[src/hw/rtl/bgc_pkg.sv]
// Shared types and constants for the button gesture classifier.
// Used by every module under hw/rtl; depends on nothing else.
package bgc_pkg;

  localparam int BUTTONS     = 2;
  localparam int LEVEL_W     = BUTTONS;
  localparam int BTN_W       = (BUTTONS > 1) ? $clog2(BUTTONS) : 1;
  localparam int KIND_W      = 3;
  localparam int NSLOT       = 3 * BUTTONS;
  localparam int CFG_INDEX_W = 2;
  localparam int CFG_DATA_W  = 16;
  localparam int HOLD_W      = 16;
  localparam int DEB_W       = 8;

  localparam logic CMD_TICK = 1'b0;
  localparam logic CMD_EDGE = 1'b1;

  localparam logic [KIND_W-1:0] EV_SHORT       = 3'd0;
  localparam logic [KIND_W-1:0] EV_DOUBLE      = 3'd1;
  localparam logic [KIND_W-1:0] EV_LONG_HOLD   = 3'd2;
  localparam logic [KIND_W-1:0] EV_LONG_PRESS  = 3'd3;
  localparam logic [KIND_W-1:0] EV_VLONG_HOLD  = 3'd4;
  localparam logic [KIND_W-1:0] EV_VLONG_PRESS = 3'd5;

  localparam logic [HOLD_W-1:0] LONG_HOLD_RESET     = 16'd200;
  localparam logic [HOLD_W-1:0] VLONG_EXTRA_RESET   = 16'd300;
  localparam logic [HOLD_W-1:0] DOUBLE_WINDOW_RESET = 16'd100;
  localparam logic [DEB_W-1:0]  DEBOUNCE_RESET      = 8'd3;

  typedef enum logic [CFG_INDEX_W-1:0] {
    REG_LONG_HOLD     = 2'd0,
    REG_VLONG_EXTRA   = 2'd1,
    REG_DOUBLE_WINDOW = 2'd2,
    REG_DEBOUNCE      = 2'd3
  } reg_index_t;

  typedef struct packed {
    logic               cmd;
    logic [LEVEL_W-1:0] pin_levels;
  } in_item_t;

  typedef struct packed {
    logic [BTN_W-1:0]  button_index;
    logic [KIND_W-1:0] event_kind;
    logic              last_of_run;
  } out_item_t;

  typedef struct packed {
    logic [HOLD_W-1:0] long_hold_ticks;
    logic [HOLD_W-1:0] very_long_extra_ticks;
    logic [HOLD_W-1:0] double_window_ticks;
    logic [DEB_W-1:0]  debounce_ticks;
  } cfg_t;

  // Events one button can raise for one tick, in report order.
  typedef struct packed {
    logic              hold_ev;
    logic [KIND_W-1:0] hold_kind;
    logic              win_ev;
    logic              rel_ev;
    logic [KIND_W-1:0] rel_kind;
  } btn_ev_t;

endpackage

[src/hw/rtl/bgc_cfg_regs.sv]
// Configuration register file of the gesture classifier.
// Depends on bgc_pkg for the register indexes and the cfg_t bundle.
module bgc_cfg_regs
  import bgc_pkg::*;
(
  input  logic                   clk,
  input  logic                   rst,
  input  logic                   cfg_we,
  input  logic [CFG_INDEX_W-1:0] cfg_index,
  input  logic [CFG_DATA_W-1:0]  cfg_data,
  output cfg_t                   cfg
);

  always_ff @(posedge clk) begin
    if (rst) begin
      cfg.long_hold_ticks       <= LONG_HOLD_RESET;
      cfg.very_long_extra_ticks <= VLONG_EXTRA_RESET;
      cfg.double_window_ticks   <= DOUBLE_WINDOW_RESET;
      cfg.debounce_ticks        <= DEBOUNCE_RESET;
    end else if (cfg_we) begin
      case (reg_index_t'(cfg_index))
        REG_LONG_HOLD:     cfg.long_hold_ticks       <= cfg_data;
        REG_VLONG_EXTRA:   cfg.very_long_extra_ticks <= cfg_data;
        REG_DOUBLE_WINDOW: cfg.double_window_ticks   <= cfg_data;
        REG_DEBOUNCE:      cfg.debounce_ticks        <= cfg_data[DEB_W-1:0];
        default: begin
        end
      endcase
    end
  end

endmodule

[src/hw/rtl/bgc_button.sv]
// Per-button gesture state: press phase, double flag, hold and window countdowns.
// Depends on bgc_pkg for cfg_t, btn_ev_t and the event codes.
module bgc_button
  import bgc_pkg::*;
(
  input  logic    clk,
  input  logic    rst,
  input  logic    tick,
  input  logic    chg,
  input  logic    lvl,
  input  cfg_t    cfg,
  output btn_ev_t ev
);

  typedef enum logic [1:0] {
    PH_IDLE  = 2'd0,
    PH_SHORT = 2'd1,
    PH_LONG  = 2'd2,
    PH_VLONG = 2'd3
  } phase_t;

  phase_t            phase, phase_next;
  logic              pend, pend_next;
  logic [HOLD_W-1:0] hold_cnt, hold_cnt_next;
  logic [HOLD_W-1:0] win_cnt, win_cnt_next;

  logic [HOLD_W-1:0] hold_dec, win_dec;
  logic              hold_exp, win_exp;

  assign hold_dec = hold_cnt - 1'b1;
  assign win_dec  = win_cnt - 1'b1;
  assign hold_exp = (hold_cnt != '0) && (hold_dec == '0);
  assign win_exp  = (win_cnt != '0) && (win_dec == '0);

  // Timer expiries are applied first, then the confirmed pin change sees their result.
  always_comb begin
    phase_next    = phase;
    pend_next     = pend;
    hold_cnt_next = hold_cnt;
    win_cnt_next  = win_cnt;
    ev            = '0;
    ev.hold_kind  = EV_LONG_HOLD;
    ev.rel_kind   = EV_LONG_PRESS;
    if (tick) begin
      if (hold_cnt != '0) begin
        hold_cnt_next = hold_dec;
      end
      if (win_cnt != '0) begin
        win_cnt_next = win_dec;
      end
      if (hold_exp) begin
        if (phase == PH_SHORT) begin
          ev.hold_ev    = 1'b1;
          ev.hold_kind  = EV_LONG_HOLD;
          hold_cnt_next = cfg.very_long_extra_ticks;
          phase_next    = PH_LONG;
        end else if (phase == PH_LONG) begin
          ev.hold_ev   = 1'b1;
          ev.hold_kind = EV_VLONG_HOLD;
          phase_next   = PH_VLONG;
        end
      end
      if (win_exp) begin
        ev.win_ev    = 1'b1;
        pend_next    = 1'b0;
        phase_next   = PH_IDLE;
        win_cnt_next = '0;
      end
      if (chg) begin
        hold_cnt_next = '0;
        if (!lvl) begin
          if (phase_next != PH_SHORT) begin
            phase_next    = PH_SHORT;
            hold_cnt_next = cfg.long_hold_ticks;
          end
        end else begin
          case (phase_next)
            PH_SHORT: begin
              if (!pend_next) begin
                pend_next    = 1'b1;
                win_cnt_next = cfg.double_window_ticks;
              end else begin
                pend_next    = 1'b0;
                win_cnt_next = '0;
                ev.rel_ev    = 1'b1;
                ev.rel_kind  = EV_DOUBLE;
              end
            end
            PH_LONG: begin
              ev.rel_ev   = 1'b1;
              ev.rel_kind = EV_LONG_PRESS;
            end
            PH_VLONG: begin
              ev.rel_ev   = 1'b1;
              ev.rel_kind = EV_VLONG_PRESS;
            end
            default: begin
            end
          endcase
          phase_next = PH_IDLE;
        end
      end
    end
  end

  always_ff @(posedge clk) begin
    if (rst) begin
      phase    <= PH_IDLE;
      pend     <= 1'b0;
      hold_cnt <= '0;
      win_cnt  <= '0;
    end else begin
      phase    <= phase_next;
      pend     <= pend_next;
      hold_cnt <= hold_cnt_next;
      win_cnt  <= win_cnt_next;
    end
  end

  // A running double-press window always belongs to a pending double.
  a_window_needs_pending: assert property (@(posedge clk) disable iff (rst)
    (win_cnt != '0) |-> pend)
    else $error("double window running without pending double");

endmodule

[src/hw/rtl/bgc_event_queue.sv]
// Holds the events of one input and sends them one per cycle through the output register while out_ready is high.
// Depends on bgc_pkg for out_item_t and the slot count.
module bgc_event_queue
  import bgc_pkg::*;
(
  input  logic             clk,
  input  logic             rst,
  input  logic             load,
  input  logic [NSLOT-1:0] slot_valid,
  input  out_item_t        slot_item [NSLOT],
  output logic             free,
  output logic             out_valid,
  input  logic             out_ready,
  output out_item_t        out_item
);

  logic [NSLOT-1:0] mask, mask_next, mask_after_pop;
  logic [NSLOT-1:0] pick_onehot;
  logic [NSLOT-1:0] last_flag;
  out_item_t        group_item [NSLOT];
  out_item_t        pick;
  logic             out_load;

  assign pick_onehot    = mask & (~mask + 1'b1);
  assign out_load       = (mask != '0) && (!out_valid || out_ready);
  assign mask_after_pop = out_load ? (mask & ~pick_onehot) : mask;
  assign free           = (mask_after_pop == '0);
  assign mask_next      = load ? slot_valid : mask_after_pop;

  always_comb begin
    pick = '0;
    for (int i = 0; i < NSLOT; i++) begin
      if (pick_onehot[i]) begin
        pick = group_item[i];
      end
    end
  end

  // The highest present slot carries the end-of-run mark.
  always_comb begin
    logic seen;
    seen = 1'b0;
    for (int i = NSLOT - 1; i >= 0; i--) begin
      last_flag[i] = slot_valid[i] && !seen;
      seen         = seen || slot_valid[i];
    end
  end

  always_ff @(posedge clk) begin
    if (load) begin
      for (int i = 0; i < NSLOT; i++) begin
        group_item[i].button_index <= slot_item[i].button_index;
        group_item[i].event_kind   <= slot_item[i].event_kind;
        group_item[i].last_of_run  <= last_flag[i];
      end
    end
    if (out_load) begin
      out_item <= pick;
    end
  end

  always_ff @(posedge clk) begin
    if (rst) begin
      mask      <= '0;
      out_valid <= 1'b0;
    end else begin
      mask <= mask_next;
      if (out_load) begin
        out_valid <= 1'b1;
      end else if (out_ready) begin
        out_valid <= 1'b0;
      end
    end
  end

  a_last_empties_group: assert property (@(posedge clk) disable iff (rst)
    (out_load && pick.last_of_run) |-> (mask_after_pop == '0))
    else $error("end-of-run event sent while the group still holds events");

  a_stall_keeps_group: assert property (@(posedge clk) disable iff (rst)
    (mask != '0 && out_valid && !out_ready) |=> $stable(mask))
    else $error("event group changed while the output was stalled");

endmodule

[src/hw/rtl/button_gesture_classifier_core.sv]
// Top level of the two-button gesture classifier: input register, debounce logic,
// per-button units and the event queue. Depends on bgc_pkg and all bgc_* modules.
//
// Usage:
//   in_item (cmd, pin_levels) is a valid/ready channel. cmd = tick advances all
//   countdowns by one; cmd = edge captures pin_levels and restarts the debounce
//   countdown. Each accepted item yields zero to four events on the out_item
//   valid/ready channel, in order, the last one flagged by last_of_run.
//   The first event of an item passes from the input register through the event
//   group into the output register. The whole update of an item is done
//   combinationally between the input register and the event group; events then
//   leave one per cycle, and items with no events flow at one per cycle.
//   When the receiver stalls, the output register and the event group hold,
//   the input register fills and in_ready drops; nothing is lost.
//   Synchronous reset (rst) releases all buttons, stops every countdown and
//   loads the configuration defaults. cfg_we writes cfg_data to the register at
//   cfg_index in the same edge; write only while the block is idle.
module button_gesture_classifier_core
  import bgc_pkg::*;
(
  input  logic                   clk,
  input  logic                   rst,
  input  logic                   in_valid,
  output logic                   in_ready,
  input  in_item_t               in_item,
  output logic                   out_valid,
  input  logic                   out_ready,
  output out_item_t              out_item,
  input  logic                   cfg_we,
  input  logic [CFG_INDEX_W-1:0] cfg_index,
  input  logic [CFG_DATA_W-1:0]  cfg_data
);

  cfg_t             cfg;
  in_item_t         inq;
  logic             inq_valid;
  logic             free;
  logic             proc_fire;
  logic             tick;

  logic [DEB_W-1:0]   deb_cnt, deb_cnt_next;
  logic [LEVEL_W-1:0] capture, capture_next;
  logic [LEVEL_W-1:0] stable, stable_next;
  logic [LEVEL_W-1:0] changed;
  logic [DEB_W-1:0]   deb_dec;
  logic               deb_exp;

  btn_ev_t          btn_ev [BUTTONS];
  logic [NSLOT-1:0] slot_valid;
  out_item_t        slot_item [NSLOT];

  bgc_cfg_regs u_cfg (
    .clk       (clk),
    .rst       (rst),
    .cfg_we    (cfg_we),
    .cfg_index (cfg_index),
    .cfg_data  (cfg_data),
    .cfg       (cfg)
  );

  assign proc_fire = inq_valid && free;
  assign in_ready  = !inq_valid || proc_fire;
  assign tick      = proc_fire && (inq.cmd == CMD_TICK);

  always_ff @(posedge clk) begin
    if (in_valid && in_ready) begin
      inq <= in_item;
    end
  end

  always_ff @(posedge clk) begin
    if (rst) begin
      inq_valid <= 1'b0;
    end else if (in_valid && in_ready) begin
      inq_valid <= 1'b1;
    end else if (proc_fire) begin
      inq_valid <= 1'b0;
    end
  end

  // A button counts as changed only if its level still matches the edge capture.
  assign deb_dec = deb_cnt - 1'b1;
  assign deb_exp = tick && (deb_cnt != '0) && (deb_dec == '0);
  assign changed = deb_exp ? ((inq.pin_levels ^ stable) & ~(inq.pin_levels ^ capture)) : '0;

  always_comb begin
    deb_cnt_next = deb_cnt;
    capture_next = capture;
    stable_next  = stable;
    if (proc_fire && inq.cmd == CMD_EDGE) begin
      capture_next = inq.pin_levels;
      deb_cnt_next = cfg.debounce_ticks;
    end else if (tick && deb_cnt != '0) begin
      deb_cnt_next = deb_dec;
      if (deb_exp) begin
        stable_next = inq.pin_levels;
      end
    end
  end

  always_ff @(posedge clk) begin
    if (rst) begin
      deb_cnt <= '0;
      capture <= '1;
      stable  <= '1;
    end else begin
      deb_cnt <= deb_cnt_next;
      capture <= capture_next;
      stable  <= stable_next;
    end
  end

  for (genvar b = 0; b < BUTTONS; b++) begin : g_btn
    bgc_button u_btn (
      .clk  (clk),
      .rst  (rst),
      .tick (tick),
      .chg  (changed[b]),
      .lvl  (inq.pin_levels[b]),
      .cfg  (cfg),
      .ev   (btn_ev[b])
    );

    // Timer events of all buttons come first, then the release events.
    assign slot_valid[2*b]                   = btn_ev[b].hold_ev;
    assign slot_item[2*b].button_index       = BTN_W'(b);
    assign slot_item[2*b].event_kind         = btn_ev[b].hold_kind;
    assign slot_item[2*b].last_of_run        = 1'b0;
    assign slot_valid[2*b+1]                 = btn_ev[b].win_ev;
    assign slot_item[2*b+1].button_index     = BTN_W'(b);
    assign slot_item[2*b+1].event_kind       = EV_SHORT;
    assign slot_item[2*b+1].last_of_run      = 1'b0;
    assign slot_valid[2*BUTTONS+b]             = btn_ev[b].rel_ev;
    assign slot_item[2*BUTTONS+b].button_index = BTN_W'(b);
    assign slot_item[2*BUTTONS+b].event_kind   = btn_ev[b].rel_kind;
    assign slot_item[2*BUTTONS+b].last_of_run  = 1'b0;
  end

  bgc_event_queue u_queue (
    .clk        (clk),
    .rst        (rst),
    .load       (proc_fire),
    .slot_valid (slot_valid),
    .slot_item  (slot_item),
    .free       (free),
    .out_valid  (out_valid),
    .out_ready  (out_ready),
    .out_item   (out_item)
  );

  a_confirm_levels: assert property (@(posedge clk) disable iff (rst)
    deb_exp |=> (stable == $past(inq.pin_levels)))
    else $error("confirmed levels not taken at debounce expiry");

endmodule

[config.mk]
export PLATFORM = sky130hd
export DESIGN_NAME = button_gesture_classifier_core
export DESIGN_NICKNAME = d
export VERILOG_FILES = /design/src/hw/rtl/bgc_pkg.sv /design/src/hw/rtl/bgc_cfg_regs.sv /design/src/hw/rtl/bgc_button.sv /design/src/hw/rtl/bgc_event_queue.sv /design/src/hw/rtl/button_gesture_classifier_core.sv
export SDC_FILE = /design/constraint.sdc
export NUM_CORES = 1
export LEC_CHECK = 0
export BUFFER_PORTS_ARGS = -buffer_cell sky130_fd_sc_hd__buf_2
export CAP_MARGIN = 20
export CORE_ASPECT_RATIO = 1.2
export CORE_UTILIZATION = 37
export CTS_BUF_LIST = sky130_fd_sc_hd__clkbuf_2
export DETAILED_ROUTE_END_ITERATION = 12
export PLACE_DENSITY = 0.51
export SYNTH_ARGS = -nofsm -noshare
export SYNTH_HDL_FRONTEND = slang
export SYNTH_SLANG_ARGS = --single-unit
[constraint.sdc]
create_clock -name clk -period 7 [get_ports clk]
set_clock_uncertainty 0.2 [all_clocks]
set_input_delay 1.05 -clock clk [delete_from_list [all_inputs] [get_ports clk]]
set_output_delay 1.05 -clock clk [all_outputs]
set_load 0.005 [all_outputs]
==> flow_summary.yaml <==
outcome:
  status: "finished, final reports clean"
synth:
  synth_ff_type: "dfxtp_1"
  yosysWarnings: 0
  avgSynthCellArea_sq_um: 7.70
  muxShareOfSynthArea: 0.0147
  synth_fp_nets: 1397
  syn_inst: 1350
  synth.cell_area_sq_um: 10400
  synthArstFlopShare: 0
  synthAdderAreaFrac: 0.0253
  synth_seq_cells: 168
  ys_types: 81
  synth_top_family_by_area: "simple AND/OR/NAND/NOR gates"
  synthTopCellsByArea: "dfxtp_1 (28%), nand2_1 (7.0%), edfxtp_1 (6.4%), a21oi_1 (5.1%), nor2_1 (4.6%)"
  synthXorXnorAreaFrac: 0.0371
  synth-simple-area-share: 0.324
  synth-compound-area-share: 0.204
  yosys.area.top_type: "dfxtp_1"
  yosysSeqAreaShare: 0.345
  synth_edf_count: 22
  synth_top_cell_area_share: 0.281
clocking:
  cts_sinks: 168
  clk_path_buf_depth: 2
  cts_root_buffer: "clkbuf_2"
  post_cts_resized: 0
  postCtsSetupBuffers: 0
  htreeDepth: 4
  cts_buffers: 17
  clock_latency_ns: 0.80
  postCtsHoldBufs: 0
  clk_pin_slew_worst_paths_ns: 0.25
  cts_tree: "done"
cells_and_area:
  multi_input_area_sq_um: 6300
  nNetsFinal: 1380
  area_delta_synth_final_pct: 6.89
  fillers: 2883
  drive_above_1_share: 0.0929
  regArea_sq_um: 3580
  final_util: 0.406
  final_cell_count_no_fill: 1721
sta:
  fin_ws_ns: 1.82
  setup_viol: 0
  slew_violations: 0
  max_freq_ghz: 0.193
  tns_ns: 0
  rsz0062_at_grt: "no"
  tightest_slew_ns: 1.02
  hold_viol: 0
  fin_crit_sh: 0.739
  relSlewSlack: 0.321
  post-route-min-period_ns: 5.18
placement:
  place_worst_setup_slack_ns: 1.93
  dp_hpwl_um: 24700
  place_congestion: 0.873
  placed_cells: 1686
  portBuffers: 32
floorplanning:
  core.rowCount: 66
  coreArea_sq_um: 27300
  die_width_um: 155
  die_h_um: 186
  start_util: 0.380
  dieArea_sq_um: 28800
  io_pins: 33
power:
  peakVddDrop_v: 0.000112
  pwr_density_cell_nw_per_um2: 235
  total_power_w: 0.00261
  leakage_nw: 3.92
critical_path:
  crit_path_start_kind: "flip-flop"
  cp.required_ns: 7.47
  worst_setup_path_end_kind: "flip-flop"
  crit_type: "flip-flop to flip-flop"
  critical_path.max_fanout: 17
  arrival_ns: 5.64
drt:
  drc_errors: 0
  antenna_left: 0
  drt_iter0_drc: 776
  firstDrtPassIters: 5
  routedWlPerCell_um: 19.5
  drt-vias-per-instance: 5.75
  vias: 9901
  wl_um: 33500
min_path:
  hp-class: "input port to flip-flop"
grt:
  grt_max_degree: 95
  grtUsageTotal: 0.241
  grt_pass1_wl_um: 53400
  grt.overflow.total: 0
  grt_pass1_vias: 9217
  antenna_found_initial: 1
flow_run:
  drv_cap: 0
cells in the final DEF (no fill, tap or decap), types with 18 or more instances in the layout:
cell type	n
nor3_1	41
xor2_1	21
nor4_1	25
clkbuf_2	18
inv_1	44
dfxtp_1	146
buf_2	32
buf_4	18
edfxtp_1	22
nand3_1	51
xnor2_1	23
or3_1	21
a211oi_1	44
a21oi_1	106
nor2_1	128
nand3b_1	24
nand4_1	36
nand2_1	194
ha_1	21
o21ai_0	56
metal layers:
| metal | GRT usage | part of all wire | wire [um] |
|---|---|---|---|
| met1 | 0.310 | 0.45 | 15100 |
| met2 | 0.412 | 0.48 | 16200 |
| met3 | 0.0300 | 0.035 | 1180 |
| met4 | 0.0939 | 0.031 | 1050 |
| met5 | 0 | 0 | 0 |
worst paths after layout:
check / cells after the start / to / start / slack (ns)
setup reg to reg: 14 / u_queue.group_item[0][0] / g_btn[0].u_btn.hold_cnt[0] / 1.82
hold reg to reg: 2 / u_cfg.cfg[2] / u_cfg.cfg[2] / 0.28
hold / removal: 1 / inq[0] / in_item[0] / 0.24
setup / recovery: 14 / u_queue.group_item[0][0] / g_btn[0].u_btn.hold_cnt[0] / 1.82
worst max-delay path, stage by stage (launching register included):
cell       delay, ns
dfxtp_1         0.44
inv_1           0.09
ha_1            0.36
nor4b_1         0.61
nand4_1         0.19
xnor2_1         0.20
a2111oi_0       0.77
a211oi_1        0.37
o21ai_2         0.63
inv_1           0.14
ha_1            0.21
inv_1           0.07
nor3_1          0.05
o31ai_1         0.48
and4_1          0.27
synth_stat cells (14+ instances only):
library cell,count
nand2b_1,14
nand4_1,36
nand3b_1,24
nor4_1,25
nand2_1,194
edfxtp_1,22
o21ai_0,56
inv_1,44
nor3_1,41
xnor2_1,23
xor2_1,21
nor2_1,128
or3_1,21
a311oi_1,17
clkbuf_1,71
nand3_1,51
ha_1,21
dfxtp_1,146
a211oi_1,44
a21oi_1,106
flip-flops by register name, indices dropped and copies added, names as in the netlist:
| register | count |
|---|---|
| g_btn.u_btn.hold_cnt | 32 |
| inq_valid | 1 |
| u_queue.group_item | 14 |
| inq | 3 |
| u_cfg.cfg | 56 |
| capture | 2 |
| deb_cnt | 8 |
| u_queue.out_valid | 1 |
| g_btn.u_btn.pend | 2 |
| g_btn.u_btn.phase | 4 |
| u_queue.mask | 6 |
| g_btn.u_btn.win_cnt | 32 |
| stable | 2 |
| u_queue.out_item | 5 |
power breakdown:
group	switching, W	internal (W)
Clock	0.000396	0.000214
Combinational	0.000540	0.000333
Sequential	0.0000905	0.00103
Total	0.00103	0.00158
cell families after synthesis:
group                      after synthesis
adders and majority gates               21
xor gates and xnor gates                44
AOI/OAI and AO/OA                      325
DFF                                    168
muxes                                   15
and+or+nand+nor                        646
buffers and inverters                  131
layout make-up:
cell class,count,area share
multi-input cells,1051,0.568
repair buffers,51,0.0276
diodes,1,0.000225
flip-flops and latches,168,0.323
clock buffers,18,0.00811
inverters,44,0.0149
clock inverters,14,0.0167
well taps,374,0.0421
per-stage QoR:
step	instance area (sq um)	hold slack (ns)
floorplan	10400	0.236
global placement	10800	0.247
detailed placement	10800	0.249
CTS	11100	0.153
global route	11100	0.131
finish	11100	0.238
(Power assumes the default switching activity.)
